<file path="config.mk">
export PLATFORM = sky130hd
export DESIGN_NAME = radar_report_frame_parser_flat
export DESIGN_NICKNAME = d
export VERILOG_FILES = /design/src/design/rrfp_pkg.sv /design/src/design/rrfp_intf.sv /design/src/design/rrfp_in_reg.sv /design/src/design/rrfp_parser.sv /design/src/design/rrfp_out_reg.sv /design/src/design/radar_report_frame_parser.sv /design/src/flat_wrapper.sv
export SDC_FILE = /design/constraint.sdc
export NUM_CORES = 1
export LEC_CHECK = 0
export ABC_AREA = 1
export ABC_CLOCK_PERIOD_IN_PS = 10700
export BUFFER_PORTS_ARGS = -buffer_cell sky130_fd_sc_hd__buf_2
export CAP_MARGIN = 30
export CORE_AREA = 3 3 154 156
export DETAILED_ROUTE_END_ITERATION = 7
export DIE_AREA = 0 0 157 159
export GPL_TIMING_DRIVEN = 0
export SLEW_MARGIN = 15
export SYNTH_ARGS = -nofsm -noshare
export SYNTH_HDL_FRONTEND = slang
export SYNTH_SLANG_ARGS = --single-unit
</file>
<file path="constraint.sdc">
create_clock -name clk_i -period 10.7 [get_ports clk_i]
set_clock_uncertainty 0.1 [all_clocks]
set_input_delay 1.605 -clock clk_i [delete_from_list [all_inputs] [get_ports clk_i]]
set_output_delay 1.605 -clock clk_i [all_outputs]
set_load 0.05 [all_outputs]
</file>
<file path="src/design/rrfp_pkg.sv">
// ----------------------------------------------------------------------------
// Radar report frame parser package
// Frame layout constants, shared types and the header byte lookup.
// ----------------------------------------------------------------------------
package rrfp_pkg;

  localparam int FRAME_BYTES = 64;
  localparam int CNT_W       = $clog2(FRAME_BYTES + 1);
  localparam int HDR_LEN     = 4;
  localparam int LEN_LEN     = 2;
  localparam int FTR_LEN     = 4;
  localparam int PAY_OFS     = HDR_LEN + LEN_LEN;
  localparam int MIN_FIELDS  = 11;
  localparam int MIN_FRAME   = PAY_OFS + MIN_FIELDS + FTR_LEN;
  localparam int FIELD_IDX_W = $clog2(MIN_FIELDS);
  localparam int TAIL_LEN    = 5;
  localparam int LEN_W       = 6;
  localparam int CFG_IDX_W   = 1;

  localparam logic [CFG_IDX_W-1:0] CFG_MIN_LEN = 1'b0;
  localparam logic [CFG_IDX_W-1:0] CFG_MAX_LEN = 1'b1;

  localparam logic [LEN_W-1:0] MIN_LEN_RESET = 6'd11;
  localparam logic [LEN_W-1:0] MAX_LEN_RESET = 6'd54;

  localparam logic [7:0] HDR_B0   = 8'hF4;
  localparam logic [7:0] HDR_B1   = 8'hF3;
  localparam logic [7:0] HDR_B2   = 8'hF2;
  localparam logic [7:0] HDR_B3   = 8'hF1;
  localparam logic [7:0] FTR_B0   = 8'hF8;
  localparam logic [7:0] FTR_B1   = 8'hF7;
  localparam logic [7:0] FTR_B2   = 8'hF6;
  localparam logic [7:0] FTR_B3   = 8'hF5;
  localparam logic [7:0] TYPE_A   = 8'h01;
  localparam logic [7:0] TYPE_B   = 8'h02;
  localparam logic [7:0] HEAD_TAG = 8'hAA;
  localparam logic [7:0] TAIL_TAG = 8'h55;
  localparam logic [7:0] TAIL_END = 8'h00;

  typedef struct packed {
    logic       valid;
    logic [7:0] data;
  } item_t;

  typedef struct packed {
    logic [1:0]  target_state;
    logic        presence;
    logic        moving_target;
    logic        stationary_target;
    logic [15:0] moving_distance_cm;
    logic [7:0]  moving_energy;
    logic [15:0] stationary_distance_cm;
    logic [7:0]  stationary_energy;
    logic [15:0] detection_distance_cm;
  } result_t;

  function automatic logic [7:0] hdr_byte(input logic [1:0] pos);
    logic [7:0] b;
    unique case (pos)
      2'd0:    b = HDR_B0;
      2'd1:    b = HDR_B1;
      2'd2:    b = HDR_B2;
      default: b = HDR_B3;
    endcase
    return b;
  endfunction

endpackage

</file>
<file path="src/design/rrfp_intf.sv">
// ----------------------------------------------------------------------------
// Radar report frame parser channels
// Valid/ready channels for received bytes and decoded reports.
// ----------------------------------------------------------------------------
interface rrfp_item_if;
  logic       valid;
  logic       ready;
  logic [7:0] data_byte;

  modport source (output valid, output data_byte, input ready);
  modport sink   (input valid, input data_byte, output ready);
endinterface

interface rrfp_result_if;
  logic        valid;
  logic        ready;
  logic [1:0]  target_state;
  logic        presence;
  logic        moving_target;
  logic        stationary_target;
  logic [15:0] moving_distance_cm;
  logic [7:0]  moving_energy;
  logic [15:0] stationary_distance_cm;
  logic [7:0]  stationary_energy;
  logic [15:0] detection_distance_cm;

  modport source (output valid, output target_state, output presence, output moving_target,
                  output stationary_target, output moving_distance_cm, output moving_energy,
                  output stationary_distance_cm, output stationary_energy,
                  output detection_distance_cm, input ready);
  modport sink   (input valid, input target_state, input presence, input moving_target,
                  input stationary_target, input moving_distance_cm, input moving_energy,
                  input stationary_distance_cm, input stationary_energy,
                  input detection_distance_cm, output ready);
endinterface

</file>
<file path="src/design/rrfp_in_reg.sv">
// ----------------------------------------------------------------------------
// Radar report frame parser input register
// Captures one received byte per cycle and holds it while the pipe stalls.
// ----------------------------------------------------------------------------
module rrfp_in_reg (
  input  logic           clk_i,
  input  logic           rst_ni,
  rrfp_item_if.sink      item_i,
  input  logic           advance_i,
  output rrfp_pkg::item_t stage_o
);

  logic       valid_q, valid_d;
  logic [7:0] data_q;
  logic       load;

  assign item_i.ready = !valid_q || advance_i;
  assign load         = item_i.valid && item_i.ready;
  assign valid_d      = item_i.ready ? item_i.valid : valid_q;

  always_ff @(posedge clk_i or negedge rst_ni) begin
    if (!rst_ni) begin
      valid_q <= 1'b0;
    end else begin
      valid_q <= valid_d;
    end
  end

  always_ff @(posedge clk_i) begin
    if (load) begin
      data_q <= item_i.data_byte;
    end
  end

  assign stage_o.valid = valid_q;
  assign stage_o.data  = data_q;

endmodule

</file>
<file path="src/design/rrfp_parser.sv">
// ----------------------------------------------------------------------------
// Radar report frame parser core
// Tracks header, length, payload and footer; captures report fields in flight.
// ----------------------------------------------------------------------------
module rrfp_parser (
  input  logic                               clk_i,
  input  logic                               rst_ni,
  input  rrfp_pkg::item_t                    stage_i,
  input  logic                               advance_i,
  input  logic                               cfg_we_i,
  input  logic [rrfp_pkg::CFG_IDX_W-1:0]     cfg_idx_i,
  input  logic [rrfp_pkg::LEN_W-1:0]         cfg_data_i,
  output logic                               done_o,
  output rrfp_pkg::result_t                  result_o
);

  localparam int CW = rrfp_pkg::CNT_W;

  logic [CW-1:0]                  cnt_q, cnt_d;
  logic [CW-1:0]                  exp_q, exp_d;
  logic [1:0]                     prog_q, prog_d;
  logic [7:0]                     len_lo_q;
  logic [rrfp_pkg::LEN_W-1:0]     min_q, max_q;
  logic [7:0]                     pay_q [rrfp_pkg::MIN_FIELDS];
  logic [7:0]                     tail_q [rrfp_pkg::TAIL_LEN];

  logic [7:0]                     b;
  logic                           step;
  logic                           hit;
  logic [CW-1:0]                  cnt_inc;
  logic                           len_bad;
  logic                           complete;
  logic                           in_field;
  logic [rrfp_pkg::FIELD_IDX_W-1:0] field_idx;
  logic [CW-1:0]                  field_ofs;
  logic                           tail_ok;
  logic                           head_ok;

  assign b         = stage_i.data;
  assign step      = stage_i.valid && advance_i;
  assign hit       = (b == rrfp_pkg::hdr_byte(prog_q));
  assign cnt_inc   = cnt_q + CW'(1);
  assign len_bad   = (b != 8'd0) || (len_lo_q < {2'b00, min_q}) || (len_lo_q > {2'b00, max_q});
  assign field_ofs = cnt_q - CW'(rrfp_pkg::PAY_OFS);
  assign field_idx = field_ofs[rrfp_pkg::FIELD_IDX_W-1:0];
  assign in_field  = (cnt_q >= CW'(rrfp_pkg::PAY_OFS)) &&
                     (cnt_q < CW'(rrfp_pkg::PAY_OFS + rrfp_pkg::MIN_FIELDS));
  assign complete  = (cnt_q != 0) && (cnt_q < CW'(rrfp_pkg::FRAME_BYTES)) &&
                     (exp_q != 0) && (cnt_inc == exp_q);

  always_comb begin
    cnt_d  = cnt_q;
    exp_d  = exp_q;
    prog_d = prog_q;
    if (cnt_q == 0) begin
      prog_d = hit ? prog_q + 2'd1 : {1'b0, b == rrfp_pkg::HDR_B0};
      if (hit && prog_q == 2'd3) begin
        cnt_d = CW'(rrfp_pkg::HDR_LEN);
      end
    end else if (cnt_q >= CW'(rrfp_pkg::FRAME_BYTES)) begin
      cnt_d  = '0;
      exp_d  = '0;
      prog_d = {1'b0, b == rrfp_pkg::HDR_B0};
    end else begin
      cnt_d = cnt_inc;
      if (cnt_inc == CW'(rrfp_pkg::PAY_OFS)) begin
        if (len_bad) begin
          cnt_d  = '0;
          prog_d = {1'b0, b == rrfp_pkg::HDR_B0};
        end else begin
          exp_d = CW'(len_lo_q[rrfp_pkg::LEN_W-1:0]) +
                  CW'(rrfp_pkg::PAY_OFS + rrfp_pkg::FTR_LEN);
        end
      end
      if (complete) begin
        cnt_d  = '0;
        exp_d  = '0;
        prog_d = '0;
      end
    end
  end

  always_ff @(posedge clk_i or negedge rst_ni) begin
    if (!rst_ni) begin
      cnt_q  <= '0;
      exp_q  <= '0;
      prog_q <= '0;
      min_q  <= rrfp_pkg::MIN_LEN_RESET;
      max_q  <= rrfp_pkg::MAX_LEN_RESET;
    end else begin
      if (step) begin
        cnt_q  <= cnt_d;
        exp_q  <= exp_d;
        prog_q <= prog_d;
      end
      if (cfg_we_i) begin
        unique case (cfg_idx_i)
          rrfp_pkg::CFG_MIN_LEN: min_q <= cfg_data_i;
          rrfp_pkg::CFG_MAX_LEN: max_q <= cfg_data_i;
        endcase
      end
    end
  end

  always_ff @(posedge clk_i) begin
    if (step) begin
      if (cnt_q == CW'(rrfp_pkg::HDR_LEN)) begin
        len_lo_q <= b;
      end
      if (in_field) begin
        pay_q[field_idx] <= b;
      end
      tail_q[0] <= b;
      for (int i = 1; i < rrfp_pkg::TAIL_LEN; i++) begin
        tail_q[i] <= tail_q[i-1];
      end
    end
  end

  assign tail_ok = (tail_q[4] == rrfp_pkg::TAIL_TAG) && (tail_q[3] == rrfp_pkg::TAIL_END) &&
                   (tail_q[2] == rrfp_pkg::FTR_B0) && (tail_q[1] == rrfp_pkg::FTR_B1) &&
                   (tail_q[0] == rrfp_pkg::FTR_B2) && (b == rrfp_pkg::FTR_B3);
  assign head_ok = ((pay_q[0] == rrfp_pkg::TYPE_A) || (pay_q[0] == rrfp_pkg::TYPE_B)) &&
                   (pay_q[1] == rrfp_pkg::HEAD_TAG);

  assign done_o = stage_i.valid && complete && tail_ok && head_ok &&
                  (exp_q >= CW'(rrfp_pkg::MIN_FRAME));

  assign result_o.target_state           = pay_q[2][1:0];
  assign result_o.presence               = |pay_q[2][1:0];
  assign result_o.moving_target          = pay_q[2][0];
  assign result_o.stationary_target      = pay_q[2][1];
  assign result_o.moving_distance_cm     = {pay_q[4], pay_q[3]};
  assign result_o.moving_energy          = pay_q[5];
  assign result_o.stationary_distance_cm = {pay_q[7], pay_q[6]};
  assign result_o.stationary_energy      = pay_q[8];
  assign result_o.detection_distance_cm  = {pay_q[10], pay_q[9]};

endmodule

</file>
<file path="src/design/rrfp_out_reg.sv">
// ----------------------------------------------------------------------------
// Radar report frame parser result register
// Holds one decoded report until the sink takes it.
// ----------------------------------------------------------------------------
module rrfp_out_reg (
  input  logic              clk_i,
  input  logic              rst_ni,
  input  logic              done_i,
  input  rrfp_pkg::result_t result_i,
  output logic              advance_o,
  rrfp_result_if.source     result_o
);

  logic              valid_q;
  rrfp_pkg::result_t res_q;

  assign advance_o = !valid_q || result_o.ready;

  always_ff @(posedge clk_i or negedge rst_ni) begin
    if (!rst_ni) begin
      valid_q <= 1'b0;
    end else if (advance_o) begin
      valid_q <= done_i;
    end
  end

  always_ff @(posedge clk_i) begin
    if (advance_o && done_i) begin
      res_q <= result_i;
    end
  end

  assign result_o.valid                  = valid_q;
  assign result_o.target_state           = res_q.target_state;
  assign result_o.presence               = res_q.presence;
  assign result_o.moving_target          = res_q.moving_target;
  assign result_o.stationary_target      = res_q.stationary_target;
  assign result_o.moving_distance_cm     = res_q.moving_distance_cm;
  assign result_o.moving_energy          = res_q.moving_energy;
  assign result_o.stationary_distance_cm = res_q.stationary_distance_cm;
  assign result_o.stationary_energy      = res_q.stationary_energy;
  assign result_o.detection_distance_cm  = res_q.detection_distance_cm;

endmodule

</file>
<file path="src/design/radar_report_frame_parser.sv">
// ----------------------------------------------------------------------------
// Radar report frame parser
// Scans a radar byte stream for report frames and emits one decoded report
// for each frame that passes header, length, marker and footer checks.
//
//   channel   dir  carries
//   item_i    in   data_byte, one received byte
//   result_o  out  target state, flags, distances, energies
//   cfg       in   min/max payload length writes
//
// One byte per cycle unless the pipe holds; each report leaves registered.
// The pipe is an input register and a result register; the whole pipe holds
// only while a waiting report is not taken.
// Reset clears the frame tracker and loads the length limits to 11 and 54.
// ----------------------------------------------------------------------------
module radar_report_frame_parser (
  input  logic                           clk_i,
  input  logic                           rst_ni,
  input  logic                           cfg_we_i,
  input  logic [rrfp_pkg::CFG_IDX_W-1:0] cfg_idx_i,
  input  logic [rrfp_pkg::LEN_W-1:0]     cfg_data_i,
  rrfp_item_if.sink                      item_i,
  rrfp_result_if.source                  result_o
);

  rrfp_pkg::item_t   stage;
  rrfp_pkg::result_t result;
  logic              advance;
  logic              done;

  rrfp_in_reg u_in_reg (
    .clk_i     (clk_i),
    .rst_ni    (rst_ni),
    .item_i    (item_i),
    .advance_i (advance),
    .stage_o   (stage)
  );

  rrfp_parser u_parser (
    .clk_i      (clk_i),
    .rst_ni     (rst_ni),
    .stage_i    (stage),
    .advance_i  (advance),
    .cfg_we_i   (cfg_we_i),
    .cfg_idx_i  (cfg_idx_i),
    .cfg_data_i (cfg_data_i),
    .done_o     (done),
    .result_o   (result)
  );

  rrfp_out_reg u_out_reg (
    .clk_i     (clk_i),
    .rst_ni    (rst_ni),
    .done_i    (done),
    .result_i  (result),
    .advance_o (advance),
    .result_o  (result_o)
  );

endmodule

</file>
<file path="src/flat_wrapper.sv">
// flat-port wrapper written by rule: the top's interface ports become plain ports
module radar_report_frame_parser_flat 
  (clk_i, rst_ni, cfg_we_i, cfg_idx_i, cfg_data_i, item_i_valid, item_i_data_byte, item_i_ready, result_o_valid, result_o_target_state, result_o_presence, result_o_moving_target, result_o_stationary_target, result_o_moving_distance_cm, result_o_moving_energy, result_o_stationary_distance_cm, result_o_stationary_energy, result_o_detection_distance_cm, result_o_ready);
  rrfp_item_if item_i_i ();
  rrfp_result_if result_o_i ();
  input  logic clk_i;
  input  logic rst_ni;
  input  logic cfg_we_i;
  input  logic [rrfp_pkg::CFG_IDX_W-1:0] cfg_idx_i;
  input  logic [rrfp_pkg::LEN_W-1:0] cfg_data_i;
  input wire logic [$bits(item_i_i.valid)-1:0] item_i_valid;
  input wire logic [$bits(item_i_i.data_byte)-1:0] item_i_data_byte;
  output wire logic [$bits(item_i_i.ready)-1:0] item_i_ready;
  output wire logic [$bits(result_o_i.valid)-1:0] result_o_valid;
  output wire logic [$bits(result_o_i.target_state)-1:0] result_o_target_state;
  output wire logic [$bits(result_o_i.presence)-1:0] result_o_presence;
  output wire logic [$bits(result_o_i.moving_target)-1:0] result_o_moving_target;
  output wire logic [$bits(result_o_i.stationary_target)-1:0] result_o_stationary_target;
  output wire logic [$bits(result_o_i.moving_distance_cm)-1:0] result_o_moving_distance_cm;
  output wire logic [$bits(result_o_i.moving_energy)-1:0] result_o_moving_energy;
  output wire logic [$bits(result_o_i.stationary_distance_cm)-1:0] result_o_stationary_distance_cm;
  output wire logic [$bits(result_o_i.stationary_energy)-1:0] result_o_stationary_energy;
  output wire logic [$bits(result_o_i.detection_distance_cm)-1:0] result_o_detection_distance_cm;
  input wire logic [$bits(result_o_i.ready)-1:0] result_o_ready;
  assign item_i_i.valid = item_i_valid;
  assign item_i_i.data_byte = item_i_data_byte;
  assign item_i_ready = item_i_i.ready;
  assign result_o_valid = result_o_i.valid;
  assign result_o_target_state = result_o_i.target_state;
  assign result_o_presence = result_o_i.presence;
  assign result_o_moving_target = result_o_i.moving_target;
  assign result_o_stationary_target = result_o_i.stationary_target;
  assign result_o_moving_distance_cm = result_o_i.moving_distance_cm;
  assign result_o_moving_energy = result_o_i.moving_energy;
  assign result_o_stationary_distance_cm = result_o_i.stationary_distance_cm;
  assign result_o_stationary_energy = result_o_i.stationary_energy;
  assign result_o_detection_distance_cm = result_o_i.detection_distance_cm;
  assign result_o_i.ready = result_o_ready;
  radar_report_frame_parser u_core (.clk_i(clk_i), .rst_ni(rst_ni), .cfg_we_i(cfg_we_i), .cfg_idx_i(cfg_idx_i), .cfg_data_i(cfg_data_i), .item_i(item_i_i), .result_o(result_o_i));
endmodule
</file>
* After elaboration in Yosys (flattened, before gate mapping)
Memory sizes are Yosys's and may differ from the RTL's. A register that Yosys moved wholly into a read port is not among the register bits. Cells that the tools add are included.
Operators by class: mux-type cells 22, add/subtract/negate cells 4, multiply operators 0, bitwise gates (word level) 2, reduce and logical (&&, ||, !) cells 41, order comparisons 7, shifts and indexed selects 0, eq/ne operators 18, div/mod/pow operators 0
Operators with widths (number):
- two-way mux 7 bit | 10
- == test 8 bit (second input constant) | 6
- logical AND 1 bit | 18
- == test 7 x 3 -> 1 bit (second input constant) | 2
- nonzero test 7 bit | 2
- two-way mux 2 bit | 6
- case mux 3 bit (3 select lines) | 1
- == test 8 x 1 -> 1 bit (second input constant) | 1
- == test 8 x 2 -> 1 bit (second input constant) | 1
- == test 8 x 7 -> 1 bit (second input constant) | 1
- == test 8 bit | 1
- > comparator 8 x 6 -> 1 bit | 1
- logical NOT 8 bit | 1
- < comparator 8 x 6 -> 1 bit | 1
- AND reduction 2 bit | 4
- nonzero test 4 bit | 2
- nonzero test 8 bit | 1
- adder 6 x 4 -> 7 bit (second input constant) | 1
- adder 7 x 1 -> 7 bit (second input constant) | 1
- == test 7 bit | 1
- greater-or-equal comparator 7 x 3 -> 1 bit (second input constant) | 1
- greater-or-equal comparator 7 x 5 -> 1 bit (second input constant) | 1
- greater-or-equal comparator 7 bit (second input constant) | 1
- logical NOT 7 bit | 1
- 17 further kinds | 28
Word-level totals: output and inout bits 71, latch bits 0, bits in read-only memories 0, input bits 20, memory bits (writable) 128, bits in registers 51, memories kept 2, word-level logic and storage cells 109
Memory list:
- u_core.u_parser.pay_q | depth 11, width 8, rd ports 11, clocked after Yosys merged registers in 8, wr ports 1, RTL line rrfp_parser.sv:24 | logic [7:0] pay_q [rrfp_pkg::MIN_FIELDS];
- u_core.u_parser.tail_q | depth 5, width 8, rd ports 5, clocked after Yosys merged registers in 0, wr ports 5, RTL line rrfp_parser.sv:25 | logic [7:0] tail_q [rrfp_pkg::TAIL_LEN];

* Depth between registers and ports, before layout
An unclocked memory read counts as a cell.
word-level depth 11, gate-level depth with buffers 14, depth with buffers taken out 14

* Modules after synthesis
Synthesis repeated with hierarchy kept, for this count alone.
Unflattened totals: cells, all modules 615, area, all modules 8902.3 um^2
Modules (own cells, without submodules):
- rrfp_parser | area each 6492.5 um^2, sequential area each 4613.2 um^2, instances 1, cells each 525
- rrfp_out_reg | area each 2117.0 um^2, sequential area each 2097.0 um^2, instances 1, cells each 75
- rrfp_in_reg | area each 292.8 um^2, sequential area each 265.3 um^2, instances 1, cells each 15

* Worst setup path after synthesis
OpenSTA, ideal clock, no wires.
path kind in2reg, from input result_o_ready, to register, netlist name result_o_detection_distance_cm[0], required time 10.025 ns, arrival time 6.233 ns, path buffers 0, path slack 3.793 ns, stages 2, library setup time 0.575 ns, path through nor2_1 nor3_1
On the way: word-level cells in the longest chain between the ends 2
Ends and longest elaborated chain:
- start, declared | RTL line flat_wrapper.sv:24 | input wire logic [$bits(result_o_i.ready)-1:0] result_o_ready;
- logical OR 1 bit | RTL line rrfp_out_reg.sv:17 | assign advance_o = !valid_q || result_o.ready;
- logical AND 1 bit | RTL line rrfp_out_reg.sv:28 | if (advance_o && done_i) begin
No other way between the ends. A chain may end at the register's enable or synchronous reset.

* Worst setup path after layout
from input result_o_ready, to output item_i_ready
On the way: word-level cells in the longest chain between the ends 2
Ends and longest elaborated chain:
- logical OR 1 bit | RTL line rrfp_out_reg.sv:17
- logical OR 1 bit | RTL line rrfp_in_reg.sv:17 | assign item_i.ready = !valid_q || advance_i;
- end, declared | RTL line flat_wrapper.sv:13 | output wire logic [$bits(item_i_i.ready)-1:0] item_i_ready;
No other way between the ends.

==> metrics.cfg <==
[detailed_routing]
drt_wl_total_um=16400
wl_met1_um=7130
avgRoutedWirePerCell_um=15.7
wl_met2_um=7700
dr.pass1.iters=4
ant_nets=0
top_layer_used=met4
drc=0
num_vias=4881
vias_per_cell=4.66
route.met3.wl_um=991
drt_iter0_markers=268

[floorplanning]
initial_core_util_pct=39.8
pin_count=91
die_h_um=159
num_rows=55
die_x_um=157
dieArea_sq_mm=0.0250
coreArea_sq_mm=0.0225

[clocking]
root_buffer=clkbuf_16
clkTransAtPathRegs_ns=0.06
cts_max_level=1
clockBufferDepth=3
cts.sinks=235
cts_resized=0
hold_buffers=0
cts_tree=yes
clock_latency_ns=0.53
cts_setup_buffers=0
cts_buffers=25

[logic_synthesis]
synth_area_leaders=edfxtp_1 69%, dfrtp_1 6.4%, nand2_1 4.8%
synth_compound_area_share_pct=1.85
synth_cells=622
yosysSeqAreaShare_pct=77.3
ys_warn_count=0
synthesis.nets=665
synth_common_cells=205 x edfxtp_1, 115 x nand2_1, 66 x inv_1
yosys.area.top_type=edfxtp_1
synth_top_family_by_area=simple AND/OR/NAND/NOR gates
synthXorXnorAreaFrac_pct=0.489
synth_cell_type_count=36
synth_edf_count=205
synth_fa_ha_area_share_pct=3.22
synth.area.mux_share_pct=0
syn-cell-area_sq_mm=0.00895
synthArstFlopShare_pct=12.8
synth_simple_gate_area_share_pct=13.9
ys.flop_type=edfxtp_1
avgSynthCellArea_sq_um=14.4
synth-seq-cells=235
yosysMostFrequentCell=edfxtp_1
synth_top_area_share_pct=68.8

[run]
drv_cap=0

[worst_setup_path]
worstPathMaxFanout=3
worstSetupStartpointType=input port
end_kind=output pin
required_ns=9.00
critical_path_class=input port to output pin
worst_ep_arrival_time_ns=2.30
crit_start=result_o_ready
r2r_start=u_core.u_in_reg.data_q[0]

[timing]
period_needed_ns=4.00
setup_tns_ns=0
finalSetupViolations=0
fin_crit_sh_pct=37.4
fmax_mhz=250
relSlewSlack_pct=41.0
tightest_slew_ns=0.886
hold_viol=0
setup_ws_ns=6.70
drv_slew=0
grt_setup_unrepaired=no

[global_routing]
grt_usage_pct=13.3
grt_start_max_net_pins=31
grt_overflow_total=0
grt_first_pass_wirelength_um=26200
antenna_found_initial=0
grt_pass1_vias=4969

[min_path]
hp-start=u_core.u_parser.pay_q[8][7]
min_path_type=flip-flop to flip-flop

[layout]
drive_gt1_share_pct=23.7
area_growth_pct=18.1
antenna_cells=0
nNetsFinal=791
fin_util_pct=47.0

[place]
port_buffers=90
routabilityCongestion=0.834
dp_hpwl_um=11100
dp_slack_ns=6.68

[pwr]
p_leak_nw=4.14
peakVddDrop_mv=0.122
power.density_mw_per_mm2=208

[run_status]
outcome=completed

[power breakdown]
| part | internal (mW) | total (mW) | switching (mW) |
|---|---|---|---|
| registers | 1.06 | 1.12 | 0.0529 |
| clock network | 0.431 | 0.756 | 0.325 |
| logic | 0.107 | 0.322 | 0.215 |
| total | 1.60 | 2.19 | 0.593 |
[placed cells by master (no fill, tap or decap), drive strengths merged]
cell type,synthesis,layout
nor3b,1,1
o22ai,3,3
nor4,6,6
or2,3,3
a21o,1,1
o21ai,18,18
nand3,37,37
nand3b,2,2
xor2,3,3
edfxtp,205,205
clkinv,0,6
inv,72,73
nor2,54,54
nand4,14,14
nand2,127,127
xnor2,2,2
a21oi,7,7
buf,3,102
or3,1,1
clkbuf,2,36
a31oi,1,1
o211ai,1,1
ha,23,23
dfstp,7,7
dfrtp,23,23
clkinvlp,0,1
nor3,6,6
[per-layer routing]
metal	global-route usage [%]	vias up
li1	-	2422
met1	16.9	2277
met2	22.6	143
met3	2.69	39
met4	4.93	0
met5	0	-
[final timing paths]
check | endpoint | cells after the start | slack [ns]
setup / recovery | item_i_ready | 4 | 6.70
hold / removal | result_o_stationary_energy[7] | 0 | 0.31
setup reg to reg | result_o_moving_energy[4] | 9 | 7.14
hold reg to reg | result_o_stationary_energy[7] | 0 | 0.31
max in group asynchronous | u_core.u_parser.cnt_q[2] | 1 | 8.96
min in group asynchronous | u_core.u_out_reg.result_o.valid | 1 | 1.05
[cell families after synthesis]
group                      after synthesis
buffers and inverters                   77
xor gates and xnor gates                 5
and+or+nand+nor                        251
DFF                                    235
adders and majority gates               23
AOI/OAI and AO/OA                       31
[critical path, cell delays in order]
cell     delay (ns)
buf_2          0.09
nor2_1         0.23
nand2_1        0.14
buf_2          0.23
[area by class of cell]
| cell class | count | area [sq um] |
|---|---|---|
| Fill cell | 1979 | 11900 |
| Timing Repair Buffer | 99 | 537 |
| Clock buffer | 34 | 659 |
| Multi-Input combinational cell | 310 | 1750 |
| Tap cell | 285 | 357 |
| Sequential cell | 235 | 6920 |
| Inverter | 72 | 270 |
| Clock inverter | 8 | 53.8 |
| Buffer | 5 | 27.5 |
[flip-flops by register name (all words and copies together) (netlist names)]
name / count
result_o_detection_distance_cm: 16
u_core.u_parser.pay_q: 82
u_core.u_parser.prog_q: 2
result_o_stationary_target: 1
result_o_moving_target: 1
u_core.u_out_reg.result_o.valid: 1
result_o_stationary_distance_cm: 16
result_o_moving_distance_cm: 16
u_core.u_in_reg.data_q: 8
u_core.u_parser.cnt_q: 7
u_core.u_out_reg.result_o.presence: 1
u_core.u_parser.tail_q: 40
u_core.u_parser.exp_q: 7
u_core.u_parser.len_lo_q: 8
result_o_stationary_energy: 8
u_core.u_in_reg.valid_q: 1
u_core.u_parser.max_q: 6
u_core.u_parser.min_q: 6
result_o_moving_energy: 8
[metrics by stage]
stage | hold WS [ns] | cell area (sq um) | total power [mW] | cells
after global routing | 0.320 | 10600 | 2.31 | 1048
after floorplan | 0.300 | 8950 | 1.37 | 622
after CTS | 0.315 | 10600 | 2.22 | 1048
after detailed placement | 0.305 | 9850 | 1.46 | 1006
final | 0.314 | 10600 | 2.19 | 1048
after global placement | 0.301 | 9760 | 1.45 | 997
Note: power is estimated with default switching activity, not from simulation.
